===== src/kblru_pkg.sv =====
`timescale 1ns / 1ps

package kblru_pkg;

    localparam logic       CMD_UPDATE   = 1'b0;
    localparam logic       CMD_TICK     = 1'b1;

    localparam logic [1:0] ACT_MOVED    = 2'd0;
    localparam logic [1:0] ACT_APPENDED = 2'd1;
    localparam logic [1:0] ACT_PINGED   = 2'd2;
    localparam logic [1:0] ACT_TICKED   = 2'd3;

    localparam logic [15:0] WAIT_TICKS_RESET = 16'd10;
    localparam logic [3:0]  REPLACED_MAX     = 4'd15;

    typedef struct packed {
        logic        cmd;
        logic [31:0] node_id;
    } kblru_req_t;

    typedef struct packed {
        logic [1:0]  action;
        logic        ping_valid;
        logic [31:0] ping_node;
        logic [3:0]  replaced_count;
    } kblru_rsp_t;

    typedef enum logic [1:0] {
        ST_IDLE,
        ST_MATCH,
        ST_PICK,
        ST_APPLY
    } kblru_state_t;

    typedef struct packed {
        logic load;
        logic match;
        logic pick;
        logic apply;
    } kblru_ctrl_t;

    typedef struct packed {
        logic out_free;
    } kblru_status_t;

endpackage


===== src/kblru_ctrl.sv =====
`timescale 1ns / 1ps

module kblru_ctrl (
    input  logic                    clk,
    input  logic                    rst_n,
    input  logic                    req_valid,
    output logic                    req_stall,
    input  kblru_pkg::kblru_status_t status,
    output kblru_pkg::kblru_ctrl_t   ctrl
);
    import kblru_pkg::*;

    kblru_state_t state_reg;
    kblru_state_t state_next;

    always_ff @(posedge clk or negedge rst_n)
    begin
        if (!rst_n)
        begin
            state_reg <= ST_IDLE;
        end
        else
        begin
            state_reg <= state_next;
        end
    end

    always_comb
    begin
        state_next = state_reg;
        ctrl       = '0;
        req_stall  = 1'b1;
        case (state_reg)
            ST_IDLE:
            begin
                req_stall = 1'b0;
                if (req_valid)
                begin
                    ctrl.load  = 1'b1;
                    state_next = ST_MATCH;
                end
            end
            ST_MATCH:
            begin
                ctrl.match = 1'b1;
                state_next = ST_PICK;
            end
            ST_PICK:
            begin
                ctrl.pick  = 1'b1;
                state_next = ST_APPLY;
            end
            ST_APPLY:
            begin
                // commit only when the result register can take the result
                if (status.out_free)
                begin
                    ctrl.apply = 1'b1;
                    state_next = ST_IDLE;
                end
            end
            default:
            begin
                state_next = ST_IDLE;
            end
        endcase
    end

endmodule


===== src/kblru_dp.sv =====
`timescale 1ns / 1ps

module kblru_dp #(
    parameter int BUCKET_SIZE = 8
) (
    input  logic                     clk,
    input  logic                     rst_n,
    input  kblru_pkg::kblru_req_t    req,
    input  logic                     cfg_valid,
    input  logic [15:0]              cfg_data,
    input  kblru_pkg::kblru_ctrl_t   ctrl,
    output kblru_pkg::kblru_status_t status,
    output logic                     rsp_valid,
    input  logic                     rsp_stall,
    output kblru_pkg::kblru_rsp_t    rsp
);
    import kblru_pkg::*;

    localparam int RW = (BUCKET_SIZE > 1) ? $clog2(BUCKET_SIZE) : 1;
    localparam int CW = $clog2(BUCKET_SIZE + 1);
    localparam logic [CW-1:0] FULL_COUNT = CW'(BUCKET_SIZE);

    // table state
    logic [31:0]      node_reg  [BUCKET_SIZE];
    logic [31:0]      node_next [BUCKET_SIZE];
    logic [31:0]      cand_reg  [BUCKET_SIZE];
    logic [31:0]      cand_next [BUCKET_SIZE];
    logic [RW-1:0]    rank_reg  [BUCKET_SIZE];
    logic [RW-1:0]    rank_next [BUCKET_SIZE];
    logic [15:0]      cd_reg    [BUCKET_SIZE];
    logic [15:0]      cd_next   [BUCKET_SIZE];
    logic [BUCKET_SIZE-1:0] resv_reg;
    logic [BUCKET_SIZE-1:0] resv_next;
    logic [CW-1:0]    count_reg;
    logic [CW-1:0]    count_next;
    logic [15:0]      wait_reg;
    logic [15:0]      wait_next;

    // per-item working registers
    kblru_req_t             req_reg;
    logic [BUCKET_SIZE-1:0] hit_reg;
    logic [BUCKET_SIZE-1:0] hit_next;
    logic [BUCKET_SIZE-1:0] expire_reg;
    logic [BUCKET_SIZE-1:0] expire_next;
    logic [BUCKET_SIZE-1:0] tgt_reg;
    logic [BUCKET_SIZE-1:0] tgt_next;
    logic [RW-1:0]          tgt_rank_reg;
    logic [RW-1:0]          tgt_rank_next;
    logic                   any_hit_reg;
    logic                   any_hit_next;
    logic [31:0]            ping_node_reg;
    logic [31:0]            ping_node_next;
    logic [3:0]             replaced_reg;
    logic [3:0]             replaced_next;

    kblru_rsp_t rsp_reg;
    kblru_rsp_t rsp_next;
    logic       rsp_valid_reg;
    logic       rsp_valid_next;

    logic [BUCKET_SIZE-1:0] live;
    logic [BUCKET_SIZE-1:0] hit_by_rank;
    logic [BUCKET_SIZE-1:0] oldest;
    logic [RW-1:0]          sel_rank;
    logic [5:0]             pop;
    logic                   full;
    logic [CW-1:0]          last_rank;

    assign full      = (count_reg == FULL_COUNT);
    assign last_rank = count_reg - CW'(1);

    always_comb
    begin
        for (int i = 0; i < BUCKET_SIZE; i++)
        begin
            live[i] = (CW'(i) < count_reg);
        end
    end

    // compare stage: one comparator per entry
    always_comb
    begin
        for (int i = 0; i < BUCKET_SIZE; i++)
        begin
            hit_next[i]    = live[i] && (node_reg[i] == req_reg.node_id);
            expire_next[i] = live[i] && resv_reg[i] && (cd_reg[i] <= 16'd1);
        end
    end

    // select stage: ranks are unique among live entries, so the oldest hit is
    // the lowest rank that has a hit
    always_comb
    begin
        hit_by_rank = '0;
        for (int r = 0; r < BUCKET_SIZE; r++)
        begin
            for (int i = 0; i < BUCKET_SIZE; i++)
            begin
                if (hit_reg[i] && (rank_reg[i] == RW'(r)))
                begin
                    hit_by_rank[r] = 1'b1;
                end
            end
        end
        sel_rank = '0;
        for (int r = BUCKET_SIZE - 1; r >= 0; r--)
        begin
            if (hit_by_rank[r])
            begin
                sel_rank = RW'(r);
            end
        end
        for (int i = 0; i < BUCKET_SIZE; i++)
        begin
            oldest[i] = live[i] && (rank_reg[i] == '0);
        end
        any_hit_next   = |hit_reg;
        ping_node_next = '0;
        for (int i = 0; i < BUCKET_SIZE; i++)
        begin
            if (oldest[i])
            begin
                ping_node_next = ping_node_next | node_reg[i];
            end
        end
        for (int i = 0; i < BUCKET_SIZE; i++)
        begin
            tgt_next[i] = any_hit_next ? (hit_reg[i] && (rank_reg[i] == sel_rank))
                                       : oldest[i];
        end
        tgt_rank_next = any_hit_next ? sel_rank : '0;
        pop           = 6'($countones(expire_reg));
        replaced_next = (pop > 6'(REPLACED_MAX)) ? REPLACED_MAX : pop[3:0];
    end

    // apply stage: table update and result
    always_comb
    begin
        node_next      = node_reg;
        cand_next      = cand_reg;
        rank_next      = rank_reg;
        cd_next        = cd_reg;
        resv_next      = resv_reg;
        count_next     = count_reg;
        wait_next      = wait_reg;
        rsp_next       = rsp_reg;
        rsp_valid_next = rsp_valid_reg && rsp_stall;

        if (cfg_valid)
        begin
            wait_next = cfg_data;
        end

        if (ctrl.apply)
        begin
            rsp_valid_next          = 1'b1;
            rsp_next.ping_valid     = 1'b0;
            rsp_next.ping_node      = '0;
            rsp_next.replaced_count = '0;
            if (req_reg.cmd == CMD_TICK)
            begin
                rsp_next.action         = ACT_TICKED;
                rsp_next.replaced_count = replaced_reg;
                for (int i = 0; i < BUCKET_SIZE; i++)
                begin
                    if (live[i] && resv_reg[i])
                    begin
                        if (expire_reg[i])
                        begin
                            cd_next[i]   = '0;
                            node_next[i] = cand_reg[i];
                            resv_next[i] = 1'b0;
                        end
                        else
                        begin
                            cd_next[i] = cd_reg[i] - 16'd1;
                        end
                    end
                end
            end
            else if (any_hit_reg || full)
            begin
                // move target to the recent end; full case also reserves it
                rsp_next.action = any_hit_reg ? ACT_MOVED : ACT_PINGED;
                for (int i = 0; i < BUCKET_SIZE; i++)
                begin
                    if (tgt_reg[i])
                    begin
                        rank_next[i] = last_rank[RW-1:0];
                        if (!any_hit_reg)
                        begin
                            resv_next[i] = 1'b1;
                            cand_next[i] = req_reg.node_id;
                            cd_next[i]   = wait_reg;
                        end
                    end
                    else if (live[i] && (rank_reg[i] > tgt_rank_reg))
                    begin
                        rank_next[i] = rank_reg[i] - RW'(1);
                    end
                end
                if (!any_hit_reg)
                begin
                    rsp_next.ping_valid = 1'b1;
                    rsp_next.ping_node  = ping_node_reg;
                end
            end
            else
            begin
                rsp_next.action = ACT_APPENDED;
                for (int i = 0; i < BUCKET_SIZE; i++)
                begin
                    if (CW'(i) == count_reg)
                    begin
                        node_next[i] = req_reg.node_id;
                        rank_next[i] = count_reg[RW-1:0];
                        resv_next[i] = 1'b0;
                        cd_next[i]   = '0;
                    end
                end
                count_next = count_reg + CW'(1);
            end
        end
    end

    always_ff @(posedge clk or negedge rst_n)
    begin
        if (!rst_n)
        begin
            for (int i = 0; i < BUCKET_SIZE; i++)
            begin
                rank_reg[i] <= '0;
                cd_reg[i]   <= '0;
            end
            resv_reg      <= '0;
            count_reg     <= '0;
            wait_reg      <= WAIT_TICKS_RESET;
            rsp_valid_reg <= 1'b0;
        end
        else
        begin
            rank_reg      <= rank_next;
            cd_reg        <= cd_next;
            resv_reg      <= resv_next;
            count_reg     <= count_next;
            wait_reg      <= wait_next;
            rsp_valid_reg <= rsp_valid_next;
        end
    end

    always_ff @(posedge clk)
    begin
        node_reg <= node_next;
        cand_reg <= cand_next;
        rsp_reg  <= rsp_next;
        if (ctrl.load)
        begin
            req_reg <= req;
        end
        if (ctrl.match)
        begin
            hit_reg    <= hit_next;
            expire_reg <= expire_next;
        end
        if (ctrl.pick)
        begin
            tgt_reg       <= tgt_next;
            tgt_rank_reg  <= tgt_rank_next;
            any_hit_reg   <= any_hit_next;
            ping_node_reg <= ping_node_next;
            replaced_reg  <= replaced_next;
        end
    end

    assign status.out_free = !rsp_valid_reg || !rsp_stall;
    assign rsp_valid       = rsp_valid_reg;
    assign rsp             = rsp_reg;

endmodule


===== src/kademlia_bucket_lru_update.sv =====
`timescale 1ns / 1ps

// Least-recently-seen peer table of BUCKET_SIZE entries held in flip-flops,
// with one handle comparator per entry. Each request (an update or a tick)
// goes through capture, parallel compare, oldest-hit/oldest-entry select,
// and commit of the table change together with the result. A result that
// is still stalled holds the commit back, but the block takes the next
// request as soon as the previous result sits in the output register; a new
// request is not taken before the previous one is committed. wait_ticks is
// written over the cfg channel, which is always ready and must only be used
// while no request is in flight; it resets to 10.
module kademlia_bucket_lru_update #(
    parameter int BUCKET_SIZE = 8
) (
    input  logic                  clk,
    input  logic                  rst_n,
    input  logic                  req_valid,
    output logic                  req_stall,
    input  kblru_pkg::kblru_req_t req,
    output logic                  rsp_valid,
    input  logic                  rsp_stall,
    output kblru_pkg::kblru_rsp_t rsp,
    input  logic                  cfg_valid,
    output logic                  cfg_ready,
    input  logic [15:0]           cfg_data
);
    import kblru_pkg::*;

    kblru_ctrl_t   ctrl;
    kblru_status_t status;

    assign cfg_ready = 1'b1;

    kblru_ctrl u_ctrl (
        .clk       (clk),
        .rst_n     (rst_n),
        .req_valid (req_valid),
        .req_stall (req_stall),
        .status    (status),
        .ctrl      (ctrl)
    );

    kblru_dp #(
        .BUCKET_SIZE (BUCKET_SIZE)
    ) u_dp (
        .clk       (clk),
        .rst_n     (rst_n),
        .req       (req),
        .cfg_valid (cfg_valid),
        .cfg_data  (cfg_data),
        .ctrl      (ctrl),
        .status    (status),
        .rsp_valid (rsp_valid),
        .rsp_stall (rsp_stall),
        .rsp       (rsp)
    );

endmodule

===== config.mk =====
export PLATFORM = sky130hd
export DESIGN_NAME = kademlia_bucket_lru_update
export DESIGN_NICKNAME = d
export VERILOG_FILES = /design/src/kblru_pkg.sv /design/src/kblru_ctrl.sv /design/src/kblru_dp.sv /design/src/kademlia_bucket_lru_update.sv
export SDC_FILE = /design/constraint.sdc
export NUM_CORES = 2
export LEC_CHECK = 0
export BUFFER_PORTS_ARGS = -buffer_cell sky130_fd_sc_hd__buf_4
export CAP_MARGIN = 40
export CORE_ASPECT_RATIO = 0.9
export CORE_MARGIN = 4
export CORE_UTILIZATION = 30
export DETAILED_ROUTE_END_ITERATION = 16
export PLACE_DENSITY = 0.43
export SYNTH_ARGS = -nofsm -noshare
export SYNTH_HDL_FRONTEND = slang
export SYNTH_SLANG_ARGS = --single-unit
export TNS_END_PERCENT = 10

===== constraint.sdc =====
create_clock -name clk -period 6.41 [get_ports clk]
set_input_delay 0.9615 -clock clk [delete_from_list [all_inputs] [get_ports clk]]
set_output_delay 0.9615 -clock clk [all_outputs]
set_load 0.02 [all_outputs]

=== Word level (Yosys, flattened, before mapping) ===
Index checks and enable logic that the tools add are counted.

* Flip-flop bits (word level): 831

* $add $sub $neg: 25
* $lt $le $gt $ge: 25
* Equality and inequality tests: 119
* Mux-type cells: 223
* Bitwise operators: 10
* Reduce and logical (&&, ||, !) cells: 196

{| class="wikitable"
|+ Operator list
! kind !! number
|-
| two-way mux 32 bit || 32
|-
| two-way mux 16 bit || 33
|-
| two-way mux 256 bit || 2
|-
| equality test 32 bit || 8
|-
| two-way mux 128 bit || 2
|-
| bitwise OR 32 bit || 7
|-
| <= comparator 16 x 1 -> 1 bit, second input constant || 8
|-
| subtractor 16 x 1 -> 16 bit, second input constant || 8
|-
| AND reduction 5 bit || 24
|-
| logical AND 1 bit || 113
|-
| two-way mux 1 bit || 113
|-
| equality test 3 bit, second input constant || 32
|-
| two-way mux 3 bit || 32
|-
| equality test 3 x 2 -> 1 bit, second input constant || 16
|-
| AND reduction 6 bit || 8
|-
| inequality test 2 bit, second input constant || 18
|-
| two-way mux 33 bit || 1
|-
| AND reduction 4 bit || 8
|-
| nonzero test 2 bit || 16
|-
| inequality test 3 x 2 -> 1 bit, second input constant || 9
|-
| subtractor 3 x 1 -> 3 bit, second input constant || 9
|-
| equality test 3 x 1 -> 1 bit, second input constant || 8
|-
| equality test 3 bit || 8
|-
| greater-than comparator 3 bit || 8
|-
| other kinds (31) || 75
|}

=== Longest topological paths before layout ===
* Depth after elaboration: 21
* Depth in mapped cells: 13
* Depth with buffers taken out: 9

=== Modules after synthesis ===
A second synthesis with hierarchy kept.

* Cells, all modules: 3,440
* Area total of the unflattened synthesis: 39,127.5 µm²

{| class="wikitable"
|+ Modules (own cells, without submodules)
! module !! instances !! cells an instance !! area an instance (µm²) !! seq. area each (µm²)
|-
| kblru_dp || 1 || 3,421 || 38,933.6 || 23,990.5
|-
| kblru_ctrl || 1 || 17 || 182.7 || 50.0
|-
| kademlia_bucket_lru_update || 1 || 2 || 11.3 || 0.0
|}

=== Worst setup path after synthesis ===
No wires, ideal clock.

* Path type: input-to-reg
* Start: input rsp_stall
* End: register u_dp.node_reg[128] in the netlist's numbering (enable)
* Setup time: 0.432 ns
* Arrival: 4.531 ns
* Required time: 5.978 ns
* Setup slack: 1.447 ns
* Stages: 5
* Path through: nand2_1 > and2_1 > clkbuf_1 > nand2_1 > a21oi_1

{| class="wikitable"
|+ RTL lines
! what !! RTL line !! text
|-
| start: declaration || kademlia_bucket_lru_update.sv:21 || <nowiki>input logic rsp_stall,</nowiki>
|-
| end signal: assignment || kblru_dp.sv:253 || <nowiki>node_reg <= node_next;</nowiki>
|-
| end: declaration || kblru_dp.sv:24 || <nowiki>logic [31:0] node_reg [BUCKET_SIZE];</nowiki>
|}

=== Final worst setup path ===
* Start: register u_dp.count_reg[0]
* End: register u_dp.node_reg[189] in the netlist's numbering (enable)

* Longest elaborated chain between the ends: 4
* Elaborated cells between the ends (all ways): 9

{| class="wikitable"
|+ RTL lines
! what !! RTL line !! text
|-
| start: declaration || kblru_dp.sv:34 || <nowiki>logic [CW-1:0] count_reg;</nowiki>
|-
| start signal: assignment || kblru_dp.sv:245 || <nowiki>count_reg <= count_next;</nowiki>
|-
| < comparator 2 x 4 -> 1 bit / equality test 4 bit (equally long branches) || kblru_dp.sv:76, kblru_dp.sv:69 ||
|-
| logical AND 1 bit / logical OR 1 bit (equally long branches) || kblru_dp.sv:166, kblru_dp.sv:181 ||
|-
| inequality test 2 bit (no line) / inequality test 2 x 1 -> 1 bit (equally long branches) || -- ||
|-
| AND reduction 5 bit (no line) * || -- ||
|}

Mark *: on every way between the ends. The rest lies on a longest branch, timed or not.
A chain may end at the register's enable or synchronous reset.

==> metrics.md <==
| Metric | Value |
|---|---|
| Status | completed |
| Die ar. | 136100 um2 |
| Share of cells above drive strength 1 | 10.88% |
| DR iter-0 viols | 3571 |
| Worst-Margin Slew | 0.9717 ns |
| Max Cap Viol | 0 |
| Power Internal | 11.80 mW |
| Post-CTS Setup Inserts | 0 |
| CP startpoint kind | flip-flop |
| Synth Cell Area | 39080 um2 |
| Routed length per instance | 27.16 um |
| Highest metal used | met5 |
| Switch share | 36.91% |
| Power Dens Cells | 413.5 nW/um2 |
| HP Class | primary input to async pin |
| Final worst-path cycle share | 63.80% |
| FF+latch count, synth | 831 |
| Reg clk slew, reported paths | 0.06 ns |
| Number of vias per cell | 5.272 |
| Final setup violation count | 0 |
| Starting density of the core | 30.25% |
| Unrepaired setup endpoints after global routing | false |
| Routed wl met2 | 61.05 mm |
| Async set-or-reset flop fraction in the synthesized netlist | 22.02% |
| Clock power share | 28.2% |
| Die X | 388.5 um |
| Core Rows | 125 |
| Syn Inst Count | 3440 |
| Final setup TNS | 0 ns |
| Seq/Total Area, Yosys | 61.51% |
| Net Switching | 6.905 mW |
| Max clock buf depth | 3 |
| H-tree Lvls | 3 |
| Part of the power in registers | 41.4% |
| Crit path cell chain | inv_1 -> ha_1 -> nand3b_1 -> nor2b_2 -> nor2_1 -> inv_1 -> nand2_1 -> buf_16 -> nor2_4 -> buf_4 |
| Combinational Power Share | 30.4% |
| Final Hold Fails | 0 |
| Number of nets with antenna violations after routing | 0 |
| Clock Skews | 0.03742 ns |
| Area Growth Syn to Fin | 15.77% |
| CP max stage delay | 0.90 ns |
| Slew margin rel. | 34.62% |
| CP arrival | 4.46 ns |
| Dpl ws | 2.359 ns |
| Critical path endpoint category | flip-flop |
| Clk_lat worst skew | 0.71 ns |
| TritonCTS buffer count | 96 |
| CP max stage cell | dfrtp_1 |
| Via count | 28100 |
| Placed inst area | 42260 um2 |
| Core ar. | 129200 um2 |
| Die H | 350.4 um |
| GRT overflow | 0 |
| CTS tree | yes |
| Final core occ | 35.02% |
| Top FF cell, synth | edfxtp_1 |
| F_max | 244.5 MHz |
| GP Congestion | 0.8789 |
| Root Buffer | clkbuf_16 |
| CP Class | flip-flop to flip-flop |
| Metal1 wirelength | 66.86 mm |
| Post-synth EDFFs | 648 |
| Post-synthesis area per instance | 11.36 um2 |
| Met3 Wirelength | 11.45 mm |
| Min Tclk post-route | 4.090 ns |
| Final WL | 144.8 mm |
| Remaining DRCs | 0 |
| Peak supply drop | 0.0002300 V |
| I/O pin cnt | 96 |
| Unique masters post-synth | 68 |
| First-pass GRT wire length | 203.8 mm |
| Filler cells | 12860 |
| CP bufs+invs | 4 |
| First-pass detailed-route iteration total | 8 |
| Synth Net Count | 3593 |
| Lkg Pwr | 16.91 nW |
| WP data required | 6.78 ns |
| Initial antenna violation count | 6 |
| CP top delay family | simple AND/OR/NAND/NOR gates |
| HPWL Detailed | 99.21 mm |
| CP Max Fanout | 24 |
| CTS Hold Buffers Added | 0 |
| Largest net degree at the start of global routing | 161 |
| I/O Buffers | 94 |
| Max-slew violation count | 0 |
| Fin Hold WS | 0.3297 ns |
| CTS sink count | 831 |
| NumNets Final | 3687 |
| Final Cell Area | 45250 um2 |
| Crit-path most repeated cell | inv_1 |
| Final setup margin | 2.320 ns |
| Resized Gates After CTS | 0 |
| Total track usage | 20.84% |
| Yosys Warn Count | 0 |
| Vias in the first global route | 26930 |
## cells in the mapped netlist (40+ instances only)
master / count / share of area [%]
xor2_1: 62 / 1.4
nand2_1: 647 / 6.2
o21ai_0: 244 / 3.1
dfrtp_1: 181 / 12
a222oi_1: 64 / 1.6
o21ai_1: 49 / 0.63
a21oi_1: 164 / 2.1
xnor2_1: 224 / 5.0
nand3_1: 58 / 0.74
nor3_1: 42 / 0.54
ha_1: 95 / 3.0
nand4_1: 60 / 0.96
a22oi_1: 40 / 0.77
a31oi_1: 53 / 0.85
edfxtp_1: 648 / 50
inv_1: 79 / 0.76
and2_1: 44 / 0.70
nor4_1: 53 / 0.85
clkbuf_1: 161 / 1.5
nor2_1: 166 / 1.6
## worst paths after layout
path,start,end,slack (ns),cells past startpoint
worst max-delay path,u_dp.count_reg[0],u_dp.node_reg[189],2.32,10
worst min-delay path,rst_n,u_dp.cd_reg[23],0.33,1
worst max register to register,u_dp.count_reg[0],u_dp.node_reg[189],2.32,10
worst min register to register,u_dp.cd_reg[44],u_dp.cd_reg[44],0.49,2
max in group asynchronous,rst_n,u_dp.rank_reg[17],4.72,2
min in group clk,req[30],u_dp.req_reg[30],0.43,1
## worst reg2reg max path: cells and delay by family, from the launching register on
kind | cells | cell delay (ns)
flops | 1 | 0.90
fa+ha+maj | 1 | 0.34
simple gates | 5 | 1.43
buf+inv | 4 | 1.07
## placed cells by master, fill, tap and decap left out, types with 94 or more instances in the layout
| master | n |
|---|---|
| nor2_1 | 159 |
| buf_4 | 165 |
| edfxtp_1 | 648 |
| xnor2_1 | 224 |
| o21ai_0 | 244 |
| nand2_1 | 647 |
| dfrtp_1 | 181 |
| a21oi_1 | 163 |
| clkbuf_16 | 97 |
| ha_1 | 94 |
## layout make-up
type	count	area [um2]	share of cell area (%)
Tap cell	1714	2145	4.740
Sequential cell	831	24040	53.13
Multi-Input combinational cell	2336	14100	31.17
Clock buffer	126	2566	5.672
Antenna cell	4	10.01	0.02212
Clock inverter	50	399.1	0.8821
Inverter	79	296.5	0.6554
Timing Repair Buffer	190	1684	3.722
## metrics by stage
step	std cells	total power [mW]
final	5330	18.71
after global routing	5326	19.74
after CTS	5325	18.82
after detailed placement	5149	13.48
after global placement	5127	13.41
after floorplan	3440	11.10
## metal layers
layer  global-route usage (%)  vias up
li1                         -    12680
met5                        0        -
met1                    30.84    14040
met2                    30.19     1155
met4                    7.342        4
met3                    4.188      219
## cells by family after synthesis
group / after synthesis / synth area share [%]
other: 1 / 0.009595
DFF: 831 / 61.51
buffers and inverters: 273 / 2.737
AOI/OAI and AO/OA: 705 / 11.03
xor gates and xnor gates: 286 / 6.409
adders and majority gates: 99 / 3.246
muxes: 32 / 0.8964
and+or+nand+nor: 1213 / 14.16
## power groups by stage
stage               logic, mW  registers (mW)  clock network, mW
finish                   5.68            7.74               5.28
global route             6.24            7.84               5.66
CTS                      5.67            7.73               5.42
detailed placement       5.65            7.83                  0
global placement         5.55            7.86                  0
floorplan                3.58            7.52                  0
No activity file was read; power rests on OpenSTA's default activity.
